### config.mk
export PLATFORM = sky130hd
export DESIGN_NAME = mi3_queue
export DESIGN_NICKNAME = d
export VERILOG_FILES = /design/src/assert_macros.svh /design/src/mi3_pkg.sv /design/src/mi3_queue.sv
export SDC_FILE = /design/constraint.sdc
export NUM_CORES = 2
export LEC_CHECK = 0
export ABC_CLOCK_PERIOD_IN_PS = 37100
export BUFFER_PORTS_ARGS = -buffer_cell sky130_fd_sc_hd__buf_2
export CAP_MARGIN = 5
export CORE_AREA = 10 10 523 525
export CTS_CLUSTER_SIZE = 16
export DETAILED_ROUTE_END_ITERATION = 16
export DIE_AREA = 0 0 533 535
export SLEW_MARGIN = 20
export SYNTH_ARGS = -nofsm -noshare
export SYNTH_HDL_FRONTEND = slang
export SYNTH_SLANG_ARGS = --single-unit
### constraint.sdc
create_clock -name clock -period 37.1 [get_ports clock]
set_input_delay 9.275 -clock clock [delete_from_list [all_inputs] [get_ports clock]]
set_output_delay 9.275 -clock clock [all_outputs]
set_load 0.02 [all_outputs]
### src/assert_macros.svh
// ---------------------------------------------------------------------------
// Assertion macros
// Short forms for clocked concurrent assertions with a reset disable.
// ---------------------------------------------------------------------------
`ifndef ASSERT_MACROS_SVH
`define ASSERT_MACROS_SVH

// Checks prop at every rising edge of clk while rst is low.
`define ASSERT_AT(label, clk, rst, prop, msg) \
   label: assert property (@(posedge clk) disable iff (rst) prop) else $error(msg);

// Checks that cond implies prop in the same cycle.
`define ASSERT_IMPLY(label, clk, rst, cond, prop, msg) \
   `ASSERT_AT(label, clk, rst, (cond) |-> (prop), msg)

`endif

### src/mi3_pkg.sv
// ---------------------------------------------------------------------------
// mi3_pkg
// Widths, request types and index tables of the 3x3 matrix inverter.
// ---------------------------------------------------------------------------
package mi3_pkg;

   localparam int DATA_WIDTH = 32;
   localparam int FRAC_BITS  = 16;

   // A 2x2 product and a cofactor (difference of two products).
   localparam int PROD_W = 2 * DATA_WIDTH;
   localparam int COF_W  = 2 * DATA_WIDTH + 1;
   // The cofactor is split into an unsigned low part and a signed high part.
   localparam int LO_W   = DATA_WIDTH + 1;
   localparam int HI_W   = COF_W - LO_W;
   localparam int LOP_W  = DATA_WIDTH + LO_W + 1;
   localparam int HIP_W  = DATA_WIDTH + HI_W;
   // Determinant, with headroom for the three-term sum.
   localparam int DET_W  = 3 * DATA_WIDTH + 3;
   // Working width of the divider remainder.
   localparam int XA_W   = 2 * DATA_WIDTH + 2 * FRAC_BITS + 3;
   localparam int XB_W   = DET_W + DATA_WIDTH + 2;
   localparam int X_W    = (XA_W > XB_W) ? XA_W : XB_W;

   localparam int FRONT_LAT   = 5;
   localparam int DIV_LAT     = DATA_WIDTH + 4;
   localparam int QUEUE_DEPTH = 4;

   // Cofactor k = a[MX]*a[MY] - a[NX]*a[NY], entries numbered row by row.
   localparam int MX [9] = '{4, 5, 3, 2, 0, 1, 1, 2, 0};
   localparam int MY [9] = '{8, 6, 7, 7, 8, 6, 5, 3, 4};
   localparam int NX [9] = '{5, 3, 4, 1, 2, 0, 2, 0, 1};
   localparam int NY [9] = '{7, 8, 6, 8, 6, 7, 4, 5, 3};

   typedef struct packed {
      logic signed [DATA_WIDTH-1:0] a11;
      logic signed [DATA_WIDTH-1:0] a12;
      logic signed [DATA_WIDTH-1:0] a13;
      logic signed [DATA_WIDTH-1:0] a21;
      logic signed [DATA_WIDTH-1:0] a22;
      logic signed [DATA_WIDTH-1:0] a23;
      logic signed [DATA_WIDTH-1:0] a31;
      logic signed [DATA_WIDTH-1:0] a32;
      logic signed [DATA_WIDTH-1:0] a33;
   } req_type;

   typedef struct packed {
      logic signed [DATA_WIDTH-1:0] r11;
      logic signed [DATA_WIDTH-1:0] r12;
      logic signed [DATA_WIDTH-1:0] r13;
      logic signed [DATA_WIDTH-1:0] r21;
      logic signed [DATA_WIDTH-1:0] r22;
      logic signed [DATA_WIDTH-1:0] r23;
      logic signed [DATA_WIDTH-1:0] r31;
      logic signed [DATA_WIDTH-1:0] r32;
      logic signed [DATA_WIDTH-1:0] r33;
      logic                         singular;
   } rsp_type;

   // Classified request handed from the front to the back.
   typedef struct packed {
      logic [8:0][COF_W-1:0] cof;
      logic [DET_W-1:0]      det;
      logic                  singular;
   } mid_type;

endpackage

### src/mi3_queue.sv
// ---------------------------------------------------------------------------
// mi3_queue
// Short first-in first-out queue between the front and the back.
// ---------------------------------------------------------------------------
module mi3_queue #(
   parameter int DEPTH = mi3_pkg::QUEUE_DEPTH
) (
   input  logic              clock,
   input  logic              reset,
   input  logic              push,
   input  mi3_pkg::mid_type  wdata,
   output logic              full,
   input  logic              pop,
   output mi3_pkg::mid_type  rdata,
   output logic              empty
);

   localparam int PTR_W = $clog2(DEPTH);
   localparam int CNT_W = $clog2(DEPTH + 1);

   mi3_pkg::mid_type mem_ff [DEPTH];
   logic [PTR_W-1:0] wr_ptr_ff;
   logic [PTR_W-1:0] rd_ptr_ff;
   logic [CNT_W-1:0] count_ff;
   logic [CNT_W-1:0] count_in;

   assign full  = (count_ff == CNT_W'(DEPTH));
   assign empty = (count_ff == '0);
   assign rdata = mem_ff[rd_ptr_ff];

   always_comb begin
      count_in = count_ff;
      if (push && !pop) begin
         count_in = count_ff + 1'b1;
      end else if (pop && !push) begin
         count_in = count_ff - 1'b1;
      end
   end

   always_ff @(posedge clock) begin
      if (reset) begin
         wr_ptr_ff <= '0;
         rd_ptr_ff <= '0;
         count_ff  <= '0;
      end else begin
         count_ff <= count_in;
         if (push) begin
            wr_ptr_ff <= (wr_ptr_ff == PTR_W'(DEPTH - 1)) ? '0 : wr_ptr_ff + 1'b1;
         end
         if (pop) begin
            rd_ptr_ff <= (rd_ptr_ff == PTR_W'(DEPTH - 1)) ? '0 : rd_ptr_ff + 1'b1;
         end
      end
   end

   always_ff @(posedge clock) begin
      if (push) begin
         mem_ff[wr_ptr_ff] <= wdata;
      end
   end

endmodule

After elaboration in Yosys (flattened, before gate mapping) --
Memory sizes are Yosys's and may differ from the RTL's. A register that Yosys moved wholly into a read port is not among the register bits. Cells that the tools add are included.
Word-level totals: flip-flop bits (word level) 7, memory bits (writable) 2740, output and inout bits 687, memories kept 1
Cells by class: $add $sub $neg 4, eq/ne operators 3, mux-type cells 8, reductions and logical operators 6
Memories:
- mem_ff | depth 4, width 685, rd ports 1, clocked after Yosys merged registers in 1, wr ports 1, line mi3_queue.sv:21 | mi3_pkg::mid_type mem_ff [DEPTH];
Operator list (count):
- 2-bit two-way mux | 4
- 3-bit two-way mux | 2
- 2-bit by 1-bit adder with 2-bit output, second input constant | 2
- 2-bit == test, second input constant | 2
- 3-bit by 1-bit adder with 3-bit output, second input constant | 1
- 3-bit == test, second input constant | 1
- 3-bit zero test | 1
- 3-bit by 1-bit subtractor with 3-bit output, second input constant | 1
- 1-bit logical AND | 2
- 1-bit zero test | 2
- 1-bit two-way mux | 2
- 2-bit nonzero test | 1

Longest topological paths before layout --
depth after elaboration 4, gate-level depth with buffers 7

Least setup slack after synthesis --
No wires, ideal clock.
path type input-to-reg, from in push, to mem mem_ff[0][0] (netlist bit), enable pin, setup time 1.139 ns, arrival 24.622 ns, slack 11.339 ns, cell stages on the path 1, buffers on the path 0, path through and2_1
Between the ends: longest elaborated chain between the ends 2
Ends and longest elaborated chain:
- start, declared | line mi3_queue.sv:10 | input logic push,
- 1-bit two-way mux | line mi3_queue.sv:57 | if (push) begin
- 1-bit two-way mux (not written as such) | line mi3_queue.sv:58 | mem_ff[wr_ptr_ff] <= wdata;
- end, declared | line mi3_queue.sv:21
Every way passes these cells.

==> summary.md <==
| Metric | Value |
|---|---|
| Cell Area, Synth | `99400 um^2` |
| DRT Pass-1 Iters | `5` |
| CP max-delay cell | `buf_4` |
| Core Region | `263000 um^2` |
| DRC viols | `0` |
| Gr usage total | `between 10% and 20%` |
| Layout cells sized above 1 | `a little under half` |
| CTS-repair resized insts | `0` |
| Post-Syn Area per Cell | `around 27 um^2` |
| Worst-margin pin slew | `between 1 and 1.5 ns` |
| Crit-path cells | `buf_4 -> buf_4 -> buf_12 -> buf_4 -> buf_4 -> buf_4 -> mux4_2 -> buf_2` |
| Worst Setup Path Type | `flip-flop to output port` |
| RSZ-0062 raised after global routing | `no` |
| Slew HR | `~26%` |
| Fmax | `a little over 0.06 GHz` |
| Area grow syn2layout | `19.9%` |
| Slew Limit Fails | `0` |
| Main area contributors after synthesis | `edfxtp_1 (83%), mux4_2 (16%), buf_6 (0.83%)` |
| Total CTS buffers | `between 200 and 300` |
| Clk pin slew, worst setup/hold paths | `about 0.06 ns` |
| Main combinational cell family by area after synthesis | `multiplexers` |
| Initial antenna violation count | `272` |
| Clock sink count | `2749` |
| Die height | `approximately 540 um` |
| Largest net degree at the start of global routing | `121` |
| Lkg Pwr | `between 30 and 40 nW` |
| DP HPWL | `184 mm` |
| Nature of the critical path startpoint | `flip-flop` |
| Worst VDD drop | `between 0.05 and 0.06 mV` |
| Mux cell area share after synthesis | `between 10% and 20%` |
| Global-route wire length before repair | `roughly 380 mm` |
| CP Capture Type | `output port` |
| Simple logic cell fraction of the synthesized area | `less than 1%` |
| Pwr per Cell Area | `between 50 and 60 nW/um^2` |
| Compound-Gate Fraction of Synth Area | `0.0151%` |
| Yosys top cell area share | `82.8%` |
| Buf+Inv Stages, Crit Path | `7` |
| Seq/Total Area, Yosys | `83.0%` |
| Final Hold Viols | `0` |
| Final setup fails | `0` |
| Ys Warns | `0` |
| Final setup TNS | `0 ns` |
| Post-CTS Hold Buffers | `0` |
| Final ANT Viol Nets | `0` |
| Grt ovf | `0` |
| Synth Net Count | `roughly 4300` |
| Synth Area in XOR/XNOR | `0.0176%` |
| Dominant cell type by area after synthesis | `edfxtp_1` |
| I/O Pins | `1376` |
| Tcrit/Tclk final | `44.2%` |
| Initial Util | `a little under two fifths` |
| Netlist cell types | `19` |
| Run status | `completed` |
| Max incr delay on CP | `0.85 ns` |
| Crit path top cell by count | `buf_4` |
| Routed vias/inst | `roughly 5.2` |
| Root buf cell | `clkbuf_16` |
| Most common cell after layout, fill and taps aside | `edfxtp_1` |
| Clock skew | `between 0.04 and 0.05 ns` |
| Via count | `46766` |
| HP Class | `flip-flop to flip-flop` |
| Drt total wl | `between 200 and 300 mm` |
| Vias in the first global route | `~48000` |
| Family with the most delay on the worst path | `buffers and inverters` |
| CTS tree | `built` |
| # port buffers | `around 1400` |
| Worst-Skew Late Latency | `~0.9 ns` |
| Routed len/inst | `between 20 and 30 um` |
| Period minus WS final | `about 16 ns` |
| Final Wtd Congestion | `0.808` |
| Initial DRC count | `4101` |
| Die width | `between 500 and 600 um` |
| Critical-path maximum fanout | `between 90 and 100` |
| Filler cell count | `22097` |
| Syn Inst Count | `around 3600` |
| WP data required | `around 28 ns` |
| Commonest cells after routing, fill and taps aside | `edfxtp_1 (2740), buf_2 (1375), mux4_2 (685), clkbuf_16 (296), clkbuf_1 (70)` |
| Adder-cell area share of the yosys netlist | `0.0957%` |
| CP arrival | `between 7 and 8 ns` |
| Die Area | `between 200000 and 300000 um^2` |
| H-tree depth | `5` |
| Max_cap viols | `0` |
| Final core utilization | `~45%` |
| Final net count | `5908` |
| Post-CTS setup repair buffer count | `0` |
| Std-Cell Rows | `between 150 and 200` |
| Maximum buffer depth of the clock tree | `4` |
| Synthesized flop and latch total | `2749` |
## kinds of logic (layout without fill, tap and decap cells)
family,after synthesis,in the layout
flops,2749,2749
mux,689,689
buf+inv,156,1954
simple gates,15,15
fa+ha+maj,7,7
compound gates,3,3
xor+xnor,2,2
other cells,0,103
## metal layers
metal / share of wire, % / GRT usage (%) / vias up
li1: - / - / 19207
met5: 0.41 / 0 / -
met2: 49 / 29.6 / 2173
met3: 12 / 8.14 / 722
met1: 36 / 21.9 / 24498
met4: 3.3 / 5.38 / 166
## through the flow
step | hold WS, ns | worst slack [ns] | instance area [um^2] | instances | total power, W
2_1_floorplan | 0.460 | 11.34 | 99400 | 3621 | 0.00415
3_5_place_dp | 0.497 | 20.79 | 110000 | 8451 | 0.00437
5_1_grt | 0.553 | 19.84 | 119000 | 8975 | 0.00723
4_1_cts | 0.505 | 19.80 | 119000 | 8951 | 0.00707
6_report | 0.509 | 20.70 | 119000 | 9055 | 0.00699
3_3_place_gp | 0.484 | 20.82 | 110000 | 8451 | 0.00436
## tightest hold or removal path: stages, from the launching register on
cell and delay (ns):
dfxtp_1 0.33, o21ai_0 0.08, a21oi_1 0.06
## synthesized netlist by cell type
library cell	count
buf_2	70
clkbuf_1	8
mux2i_1	4
xor2_1	2
inv_1	4
and2_1	4
buf_1	1
nor3b_1	2
edfxtp_1	2740
buf_6	73
ha_1	6
or3_1	1
mux4_2	685
o21ai_0	1
fa_1	1
a21oi_1	2
nor2_1	7
nor3_1	1
dfxtp_1	9
## sequential cells by signal (all words and copies together) (netlist names), named ones only
name / flops
count_ff: 3
wr_ptr_ff: 2
mem_ff: 2740
rd_ptr_ff: 2
## final timing paths
kind	start	to	slack, ns	depth (start not counted)
min reg2reg	count_ff[2]	count_ff[2]	0.51	2
max	flip-flop	rdata[157]	20.70	8
max reg2reg	wr_ptr_ff[0]	mem_ff[0][502]	31.33	8
min	count_ff[2]	count_ff[2]	0.51	2
## where the power goes
part	internal (W)	leakage (nW)	total [W]	switching [W]
clock network	0.00154	4.25	0.00270	0.00116
registers	0.00357	25.2	0.00360	0.0000295
logic	0.000243	9.69	0.000696	0.000453
## layout make-up
class | instances | area (um^2) | share of cell area (%)
sequential | 2749 | 82500 | 69.2
multi-input combinational | 716 | 15700 | 13.2
clock buffer | 366 | 7670 | 6.44
timing repair buffer | 1450 | 7550 | 6.34
tap | 3533 | 4420 | 3.71
clock inverter | 134 | 1070 | 0.899
antenna | 103 | 258 | 0.216
inverter | 4 | 15.0 | 0.0126
Power figures use the tool's default switching activity.
